### src/rtl/lpr_pkg.sv
package lpr_pkg;

   // Fixed field widths of the channels and the register.
   localparam int SLOT_W    = 3;
   localparam int PAGE_W    = 16;
   localparam int COUNT_W   = 16;
   localparam int CFG_W     = 4;
   localparam int CFG_RESET = 3;

   localparam logic [COUNT_W-1:0] COUNT_MAX = '1;

   // One result item as it sits in the output or skid register.
   typedef struct packed {
      logic               fault;
      logic [SLOT_W-1:0]  frame_slot;
      logic               evicted_valid;
      logic [PAGE_W-1:0]  evicted_page;
      logic [COUNT_W-1:0] fault_count;
      logic               done_res;
   } rsp_type;

   // Update command broadcast from the top level to every frame cell.
   typedef struct packed {
      logic upd;   // a reference is taken this cycle
      logic clr;   // empty all frames at the end of this cycle
      logic hit;   // the reference hit in some cell
   } cell_ctl_type;

   // Match flags that ripple along the row of cells.
   typedef struct packed {
      logic hit;     // some earlier cell holds the page
      logic victim;  // some earlier cell is the least recently used one
   } chain_flags_type;

endpackage

### src/rtl/lpr_cell.sv
module lpr_cell #(
   parameter int FRAMES    = 8,
   parameter int PAGE_BITS = 16,
   parameter int IDX       = 0,
   parameter int RW        = 3,
   parameter int NW        = 4
) (
   input  logic                     clock,
   input  logic                     reset,
   input  lpr_pkg::cell_ctl_type    ctl,
   input  logic [PAGE_BITS-1:0]     page,
   input  logic [NW-1:0]            frames_n,
   input  logic [RW-1:0]            last_rank,
   input  logic [RW-1:0]            hit_rank,
   input  logic                     prev_valid,
   output logic                     valid,
   input  lpr_pkg::chain_flags_type flags_i,
   input  logic [RW-1:0]            rank_i,
   input  logic [RW-1:0]            hit_slot_i,
   input  logic [RW-1:0]            miss_slot_i,
   input  logic [PAGE_BITS-1:0]     victim_page_i,
   output lpr_pkg::chain_flags_type flags_o,
   output logic [RW-1:0]            rank_o,
   output logic [RW-1:0]            hit_slot_o,
   output logic [RW-1:0]            miss_slot_o,
   output logic [PAGE_BITS-1:0]     victim_page_o
);
   import lpr_pkg::*;

   logic                 valid_ff, valid_in;
   logic [RW-1:0]        rank_ff, rank_in;
   logic [PAGE_BITS-1:0] page_ff, page_in;
   logic                 managed;
   logic                 hit_here;
   logic                 empty_here;
   logic                 victim_here;

   assign valid = valid_ff;

   // Local role of this frame for the reference on the request port.
   // Filled frames always form a prefix, so the first empty frame is the
   // one whose left neighbor is filled.
   always_comb begin
      managed     = NW'(IDX) < frames_n;
      hit_here    = valid_ff && (page_ff == page);
      empty_here  = managed && !valid_ff && prev_valid;
      victim_here = valid_ff && (rank_ff == last_rank);
   end

   // Merge this frame's findings into the chain.
   always_comb begin
      flags_o.hit    = flags_i.hit | hit_here;
      flags_o.victim = flags_i.victim | victim_here;
      rank_o         = rank_i | (hit_here ? rank_ff : '0);
      hit_slot_o     = hit_slot_i | (hit_here ? RW'(IDX) : '0);
      miss_slot_o    = miss_slot_i | ((empty_here || victim_here) ? RW'(IDX) : '0);
      victim_page_o  = victim_page_i | (victim_here ? page_ff : '0);
   end

   // Next state of the frame.
   always_comb begin
      valid_in = valid_ff;
      rank_in  = rank_ff;
      page_in  = page_ff;
      priority if (ctl.clr) begin
         valid_in = 1'b0;
         rank_in  = '0;
      end else if (ctl.upd && ctl.hit) begin
         if (hit_here) begin
            rank_in = '0;
         end else if (valid_ff && (rank_ff < hit_rank)) begin
            rank_in = rank_ff + RW'(1);
         end
      end else if (ctl.upd) begin
         if (empty_here || victim_here) begin
            page_in  = page;
            valid_in = 1'b1;
            rank_in  = '0;
         end else if (valid_ff) begin
            rank_in = rank_ff + RW'(1);
         end
      end
   end

   always_ff @(posedge clock) begin
      if (reset) begin
         valid_ff <= 1'b0;
         rank_ff  <= '0;
      end else begin
         valid_ff <= valid_in;
         rank_ff  <= rank_in;
      end
   end

   // Page contents are only read while the frame is valid.
   always_ff @(posedge clock) begin
      page_ff <= page_in;
   end

endmodule

### src/rtl/lru_page_replacement.sv
// LRU page replacement unit.
//
// Request channel (req_): one page reference per transfer, with a last flag
// that closes a sequence. Response channel (rsp_): one result per reference,
// giving hit or fault, the frame that now holds the page, the evicted page
// if any, the saturating fault count and an echo of the last flag.
// Each frame is a cell in a row; match, rank and victim information ripples
// along the row so a whole reference is decided combinationally.
// The result of a reference is registered in the output register, or in the
// skid register while rsp_ is stalled. One reference per cycle is sustained while rsp_stall is low.
// A two-entry output stage (output register plus skid register) lets the
// block take one more reference while a result is stalled; req_stall rises
// only once both entries hold results, and results are never dropped.
// Reset empties all frames, clears the fault count and sets the managed frame
// count to 3. A write on csr_ sets the managed frame count (0 acts as 1,
// values above FRAMES act as FRAMES) and also starts a new sequence.
// After a reference marked last, frames and count are cleared.
module lru_page_replacement #(
   parameter int FRAMES    = 8,
   parameter int PAGE_BITS = 16
) (
   input  logic                        clock,
   input  logic                        reset,
   input  logic                        req_valid,
   output logic                        req_stall,
   input  logic [lpr_pkg::PAGE_W-1:0]  req_page,
   input  logic                        req_last,
   output logic                        rsp_valid,
   input  logic                        rsp_stall,
   output logic                        rsp_fault,
   output logic [lpr_pkg::SLOT_W-1:0]  rsp_frame_slot,
   output logic                        rsp_evicted_valid,
   output logic [lpr_pkg::PAGE_W-1:0]  rsp_evicted_page,
   output logic [lpr_pkg::COUNT_W-1:0] rsp_fault_count,
   output logic                        rsp_done_res,
   input  logic                        csr_wr_en,
   input  logic [lpr_pkg::CFG_W-1:0]   csr_wr_data
);
   import lpr_pkg::*;

   localparam int RW     = (FRAMES > 1) ? $clog2(FRAMES) : 1;
   localparam int NW     = $clog2(FRAMES + 1);
   localparam int NRESET = (CFG_RESET > FRAMES) ? FRAMES : CFG_RESET;

   logic                 accept;
   logic [PAGE_BITS-1:0] page;
   logic [NW-1:0]        n_ff, n_in, n_wr;
   logic [RW-1:0]        last_rank;
   logic [COUNT_W-1:0]   count_ff, count_in, count_res;
   cell_ctl_type         ctl;
   logic [FRAMES-1:0]    valid_vec;
   rsp_type              res;
   rsp_type              rsp_ff, rsp_in;
   rsp_type              skid_ff, skid_in;
   logic                 rsp_valid_ff, rsp_valid_in;
   logic                 skid_valid_ff, skid_valid_in;
   logic                 out_adv;
   logic                 ev_valid;

   chain_flags_type      flags   [FRAMES+1];
   logic [RW-1:0]        rank_c  [FRAMES+1];
   logic [RW-1:0]        hslot_c [FRAMES+1];
   logic [RW-1:0]        mslot_c [FRAMES+1];
   logic [PAGE_BITS-1:0] vpage_c [FRAMES+1];

   // Request transfer; the skid register being full holds off new work.
   assign req_stall = skid_valid_ff;
   assign accept    = req_valid && !skid_valid_ff;
   assign page      = PAGE_BITS'(req_page);

   // Managed frame count, clamped when written.
   always_comb begin
      if (csr_wr_data == '0) begin
         n_wr = NW'(1);
      end else if (int'(csr_wr_data) > FRAMES) begin
         n_wr = NW'(FRAMES);
      end else begin
         n_wr = NW'(csr_wr_data);
      end
      n_in      = csr_wr_en ? n_wr : n_ff;
      last_rank = RW'(n_ff - NW'(1));
   end

   // Command broadcast to the frame cells.
   always_comb begin
      ctl.upd = accept;
      ctl.clr = csr_wr_en || (accept && req_last);
      ctl.hit = flags[FRAMES].hit;
   end

   // Row of frame cells; cell 0 sees an empty chain and a filled neighbor.
   assign flags[0]   = '0;
   assign rank_c[0]  = '0;
   assign hslot_c[0] = '0;
   assign mslot_c[0] = '0;
   assign vpage_c[0] = '0;

   for (genvar i = 0; i < FRAMES; i++) begin : g_cell
      logic prev_valid;
      if (i == 0) begin : g_first
         assign prev_valid = 1'b1;
      end else begin : g_rest
         assign prev_valid = valid_vec[i-1];
      end
      lpr_cell #(
         .FRAMES    (FRAMES),
         .PAGE_BITS (PAGE_BITS),
         .IDX       (i),
         .RW        (RW),
         .NW        (NW)
      ) u_cell (
         .clock         (clock),
         .reset         (reset),
         .ctl           (ctl),
         .page          (page),
         .frames_n      (n_ff),
         .last_rank     (last_rank),
         .hit_rank      (rank_c[FRAMES]),
         .prev_valid    (prev_valid),
         .valid         (valid_vec[i]),
         .flags_i       (flags[i]),
         .rank_i        (rank_c[i]),
         .hit_slot_i    (hslot_c[i]),
         .miss_slot_i   (mslot_c[i]),
         .victim_page_i (vpage_c[i]),
         .flags_o       (flags[i+1]),
         .rank_o        (rank_c[i+1]),
         .hit_slot_o    (hslot_c[i+1]),
         .miss_slot_o   (mslot_c[i+1]),
         .victim_page_o (vpage_c[i+1])
      );
   end

   // Result of the reference and the saturating fault count.
   always_comb begin
      ev_valid = !flags[FRAMES].hit && flags[FRAMES].victim;
      if (flags[FRAMES].hit || (count_ff == COUNT_MAX)) begin
         count_res = count_ff;
      end else begin
         count_res = count_ff + COUNT_W'(1);
      end
      res.fault         = !flags[FRAMES].hit;
      res.frame_slot    = flags[FRAMES].hit ? SLOT_W'(hslot_c[FRAMES])
                                            : SLOT_W'(mslot_c[FRAMES]);
      res.evicted_valid = ev_valid;
      res.evicted_page  = ev_valid ? PAGE_W'(vpage_c[FRAMES]) : '0;
      res.fault_count   = count_res;
      res.done_res      = req_last;

      count_in = count_ff;
      if (csr_wr_en || (accept && req_last)) begin
         count_in = '0;
      end else if (accept) begin
         count_in = count_res;
      end
   end

   // Output register with skid: the skid entry is filled only when a result
   // is produced while the output register is stalled.
   always_comb begin
      out_adv       = !rsp_valid_ff || !rsp_stall;
      rsp_in        = rsp_ff;
      skid_in       = skid_ff;
      rsp_valid_in  = rsp_valid_ff;
      skid_valid_in = skid_valid_ff;
      if (out_adv) begin
         if (skid_valid_ff) begin
            rsp_in        = skid_ff;
            rsp_valid_in  = 1'b1;
            skid_valid_in = 1'b0;
         end else begin
            rsp_in       = res;
            rsp_valid_in = accept;
         end
      end else if (accept) begin
         skid_in       = res;
         skid_valid_in = 1'b1;
      end
   end

   always_ff @(posedge clock) begin
      if (reset) begin
         n_ff          <= NW'(NRESET);
         count_ff      <= '0;
         rsp_valid_ff  <= 1'b0;
         skid_valid_ff <= 1'b0;
      end else begin
         n_ff          <= n_in;
         count_ff      <= count_in;
         rsp_valid_ff  <= rsp_valid_in;
         skid_valid_ff <= skid_valid_in;
      end
   end

   always_ff @(posedge clock) begin
      rsp_ff  <= rsp_in;
      skid_ff <= skid_in;
   end

   assign rsp_valid         = rsp_valid_ff;
   assign rsp_fault         = rsp_ff.fault;
   assign rsp_frame_slot    = rsp_ff.frame_slot;
   assign rsp_evicted_valid = rsp_ff.evicted_valid;
   assign rsp_evicted_page  = rsp_ff.evicted_page;
   assign rsp_fault_count   = rsp_ff.fault_count;
   assign rsp_done_res      = rsp_ff.done_res;

   // Filled frames always form a contiguous run starting at frame 0.
   a_valid_prefix: assert property (@(posedge clock) disable iff (reset)
      ((valid_vec + FRAMES'(1)) & valid_vec) == '0)
      else $error("filled frames are not a prefix");

   // Never more filled frames than are managed.
   a_valid_count: assert property (@(posedge clock) disable iff (reset)
      $countones(valid_vec) <= int'(n_ff))
      else $error("more frames filled than managed");

   // The skid entry only holds a result behind a waiting output register.
   a_skid_order: assert property (@(posedge clock) disable iff (reset)
      skid_valid_ff |-> rsp_valid_ff)
      else $error("skid entry full with output register empty");

   // An eviction only happens on a fault.
   a_evict_fault: assert property (@(posedge clock) disable iff (reset)
      (accept && ev_valid) |=> (rsp_valid_ff && (rsp_ff.fault || skid_ff.fault)))
      else $error("eviction reported without a fault");

endmodule

### config.mk
export PLATFORM = sky130hd
export DESIGN_NAME = lru_page_replacement
export DESIGN_NICKNAME = d
export VERILOG_FILES = /design/src/rtl/lpr_pkg.sv /design/src/rtl/lpr_cell.sv /design/src/rtl/lru_page_replacement.sv
export SDC_FILE = /design/constraint.sdc
export NUM_CORES = 1
export LEC_CHECK = 0
export BUFFER_PORTS_ARGS = -buffer_cell sky130_fd_sc_hd__buf_2
export CAP_MARGIN = 10
export CORE_MARGIN = 2
export CORE_UTILIZATION = 65
export CTS_BUF_LIST = sky130_fd_sc_hd__clkbuf_8 sky130_fd_sc_hd__clkbuf_16
export DETAILED_ROUTE_END_ITERATION = 7
export GPL_TIMING_DRIVEN = 0
export PLACE_DENSITY = 0.84
export SYNTH_ARGS = -nofsm -noshare
export SYNTH_HDL_FRONTEND = slang
export SYNTH_SLANG_ARGS = --single-unit
### constraint.sdc
create_clock -name clock -period 6.7 [get_ports clock]
set_clock_uncertainty 0.05 [all_clocks]
set_input_delay 1.005 -clock clock [delete_from_list [all_inputs] [get_ports clock]]
set_output_delay 1.005 -clock clock [all_outputs]
set_load 0.02 [all_outputs]
==> results.sh <==
export IMPL_final_cells=1527
export IMPL_ys_flop_type="edfxtp_1"
export IMPL_cp_arrival_ns=5.98
export IMPL_worstMarginPinSlew_ns=1.42
export IMPL_ios=66
export IMPL_cp_top_family="buffers and inverters"
export IMPL_critPathLaunch="n_ff[0]$_SDFFE_PP1P_"
export IMPL_rows=52
export IMPL_vias_per_cell=6.71
export IMPL_initial_utilization=0.657
export IMPL_vias=10300
export IMPL_seq_area_frac_synth=0.546
export IMPL_cp_required_ns=7.06
export IMPL_syn_nets=1176
export IMPL_dp_worst_setup_slack_ns=1.44
export IMPL_diodes=0
export IMPL_cap_violations=0
export IMPL_crit_end="rsp_evicted_page[11]$_DFFE_PP_"
export IMPL_syn_avg_cell_area_um2=11.6
export IMPL_grtUsageTotal=0.365
export IMPL_crit_slowest_cell="nor2_1"
export IMPL_p_per_area_nw_per_um2=230
export IMPL_seq_area_um2=7210
export IMPL_cp_cell_sequence="clkbuf_1, inv_1, ha_1, clkbuf_1, xor2_1, nand3_1, nor2_1, nor4_1, nand2_1, nand2_2, clkbuf_1, a41oi_1, mux2_2"
export IMPL_drt_pass1_iter_count=5
export IMPL_slew_headroom=0.0475
export IMPL_period_share=0.839
export IMPL_dp_hpwl_um=28500
export IMPL_antenna_left=0
export IMPL_die_w_um=147
export IMPL_final_setup_viol_count=0
export IMPL_path_buf_inv=4
export IMPL_fillers=1328
export IMPL_total_power_mw=3.43
export IMPL_core_um2=20100
export IMPL_grt_ovfl_total=0
export IMPL_port_buffers=63
export IMPL_area_growth_synth_to_final_pct=12.9
export IMPL_cts_max_level=1
export IMPL_antenna_found_initial=0
export IMPL_rr_endpoint="rsp_evicted_page[11]$_DFFE_PP_"
export IMPL_nets=1277
export IMPL_synthCells=1138
export IMPL_rr_startpoint="n_ff[0]$_SDFFE_PP1P_"
export IMPL_ys_seq_elements=258
export IMPL_rsz0062_at_grt="false"
export IMPL_drv_slew=0
export IMPL_multiInputGateArea_um2=5630
export IMPL_drive_gt1_frac=0.161
export IMPL_rr_worst_depth=13
export IMPL_dieArea_um2=21500
export IMPL_cts_root_buf="clkbuf_16"
export IMPL_fmax_mhz=178
export IMPL_routedWlPerCell_um=25.9
export IMPL_period_needed_ns=5.62
export IMPL_grt_pass1_vias=9812
export IMPL_crit_type="register to register"
export IMPL_path_clk_slew_ns=0.06
export IMPL_drt_initial_drc_count=1481
export IMPL_grt_first_pass_wirelength_um=59000
export IMPL_irDropWorstVdd_mv=0.231
export IMPL_cts_path_max_buffers=3
export IMPL_drc_errors=0
export IMPL_ys_types=72
export IMPL_power_leakage_nw=5.08
export IMPL_yosysWarnings=0
export IMPL_final_hold_violation_count=0
export IMPL_crit_fanout=10
export IMPL_critical_path_depth=13
export IMPL_hold_class="register to register"
export IMPL_crit_path_start_kind="register"
export IMPL_holdBufCountCts=0
export IMPL_cts_buffers=25
export IMPL_totalWireLength_um=39500
export IMPL_cts_repair_resized=0
export IMPL_cts_sinks=258
export IMPL_reg2reg_slack_ns=1.08
export IMPL_insertion_delay_ns=0.55
export IMPL_gp_congestion=1.07
export IMPL_dp_cells=1481
export IMPL_dieHeight_um=147
export IMPL_setup_ws_ns=1.08
export IMPL_grt_max_degree=42
export IMPL_crit_top_cell="clkbuf_1"
export IMPL_syn_area_um2=13200
export IMPL_synth_edff_count=204
export IMPL_cts_tree="yes"
export IMPL_outcome="finished clean"
export IMPL_slowest_delay_ns=1.07
export IMPL_postCtsSetupBuffers=0
export IMPL_critPathCaptureType="register"
export IMPL_synthArstFlopShare=0
-- cells in the mapped netlist (all sizes together) (7+ instances only) --
cell,instances,area share
nand2b,20,0.0095
and3,7,0.0033
a21oi,23,0.0087
dfxtp,54,0.082
nand3,46,0.017
nor2,80,0.023
nor3,28,0.012
xor2,37,0.025
inv,34,0.0097
o21ai,24,0.0091
or3,7,0.0033
o2111ai,7,0.0056
mux2i,24,0.018
a31o,7,0.0046
ha,12,0.011
maj3,16,0.013
mux2,36,0.031
a41oi,18,0.012
a32oi,7,0.0046
edfxtp,204,0.46
buf,21,0.012
nand2,84,0.024
nor4,15,0.0082
a22oi,65,0.037
nand4,32,0.015
xnor2,125,0.083
clkbuf,33,0.0095
-- layout by cell type (no fill, tap or decap), drive strengths merged, types with 5 or more instances in the layout --
cell     instances
nand4           32
mux2i           24
dfxtp           54
o2111ai          7
buf             95
maj3            16
nand2           84
a41oi           18
o21ai           24
nand2b          20
ha              12
mux2            36
a32oi            7
or3              7
a21oi           23
xnor2          125
and3             7
clkinv           8
nor4            15
a31oi            5
inv             40
nor3            28
a22oi           65
edfxtp         204
a31o             7
xor2            37
clkbuf          58
nor2            80
nand3           46
o311ai           5
nor3b            5
-- flip-flops by register name, summed over array words and instances, names as in the netlist --
signal                 cells
rsp_done_res               1
rsp_frame_slot             3
n_ff                       4
g_cell.u_cell.valid        8
rsp_valid                  1
rsp_fault_count           16
req_stall                  1
g_cell.u_cell.page_ff    128
rsp_fault                  1
count_ff                  16
rsp_evicted_valid          1
rsp_evicted_page          16
g_cell.u_cell.rank_ff     24
skid_ff                   38
-- routing by layer --
layer,up-vias,track usage,share of wire
li1,4480,-,-
met1,4898,0.479,0.37
met2,722,0.572,0.45
met3,151,0.102,0.13
met4,0,0.165,0.052
met5,-,0,0
-- worst reg2reg max path: stages (launching register included) --
cell and delay [ns]:
dfxtp_1 0.35, clkbuf_1 0.69, inv_1 0.17, ha_1 0.32, clkbuf_1 0.61, xor2_1 0.20, nand3_1 0.09, nor2_1 1.07
nor4_1 0.17, nand2_1 0.14, nand2_2 0.22, clkbuf_1 0.50, a41oi_1 0.61, mux2_2 0.29
-- worst min-delay path by stage --
| stage | slack, ns | from | end | cells after the start |
|---|---|---|---|---|
| 2_1_floorplan | 0.41 | g_cell[3].u_cell.rank_ff[2]$_SDFFE_PP0P_ | g_cell[3].u_cell.rank_ff[2]$_SDFFE_PP0P_ | 1 |
| 3_3_place_gp | 0.42 | g_cell[0].u_cell.rank_ff[2]$_SDFFE_PP0P_ | g_cell[0].u_cell.rank_ff[2]$_SDFFE_PP0P_ | 2 |
| 3_5_place_dp | 0.43 | g_cell[3].u_cell.rank_ff[2]$_SDFFE_PP0P_ | g_cell[3].u_cell.rank_ff[2]$_SDFFE_PP0P_ | 1 |
| 4_1_cts | 0.44 | g_cell[3].u_cell.rank_ff[2]$_SDFFE_PP0P_ | g_cell[3].u_cell.rank_ff[2]$_SDFFE_PP0P_ | 1 |
| 5_1_grt | 0.46 | g_cell[3].u_cell.rank_ff[2]$_SDFFE_PP0P_ | g_cell[3].u_cell.rank_ff[2]$_SDFFE_PP0P_ | 1 |
| 6_report | 0.44 | g_cell[3].u_cell.rank_ff[2]$_SDFFE_PP0P_ | g_cell[3].u_cell.rank_ff[2]$_SDFFE_PP0P_ | 1 |
-- metrics by stage --
stage                util  hold WS [ns]  cell area (um2)  setup TNS [ns]
finish              0.742         0.444            14900               0
global route        0.742         0.456            14900               0
CTS                 0.741         0.442            14900               0
global placement    0.690         0.420            13900           -1.26
floorplan               -         0.408            13200               0
detailed placement  0.700         0.430            14100               0
-- cell type report --
type / instances / area share
Buffer: 54 / 0.0190
Clock buffer: 25 / 0.0419
Clock inverter: 20 / 0.0139
Inverter: 34 / 0.00856
Multi-Input combinational cell: 792 / 0.377
Sequential cell: 258 / 0.483
Tap cell: 270 / 0.0226
Timing Repair Buffer: 74 / 0.0336
-- power breakdown --
part	leakage [nW]	switching, mW	internal (mW)
Sequential	2.34	0.0114	1.75
Combinational	2.32	0.153	0.0754
Clock	0.426	0.604	0.835
Total	5.08	0.769	2.66
-- kinds of logic after synthesis --
family,count (synthesis),share of synthesized area
compound gates,199,0.112
xor+xnor,162,0.108
fa+ha+maj,28,0.0240
buf+inv,88,0.0311
flops,258,0.546
mux,60,0.0489
simple gates,343,0.130
Power figures use the tool's default switching activity.
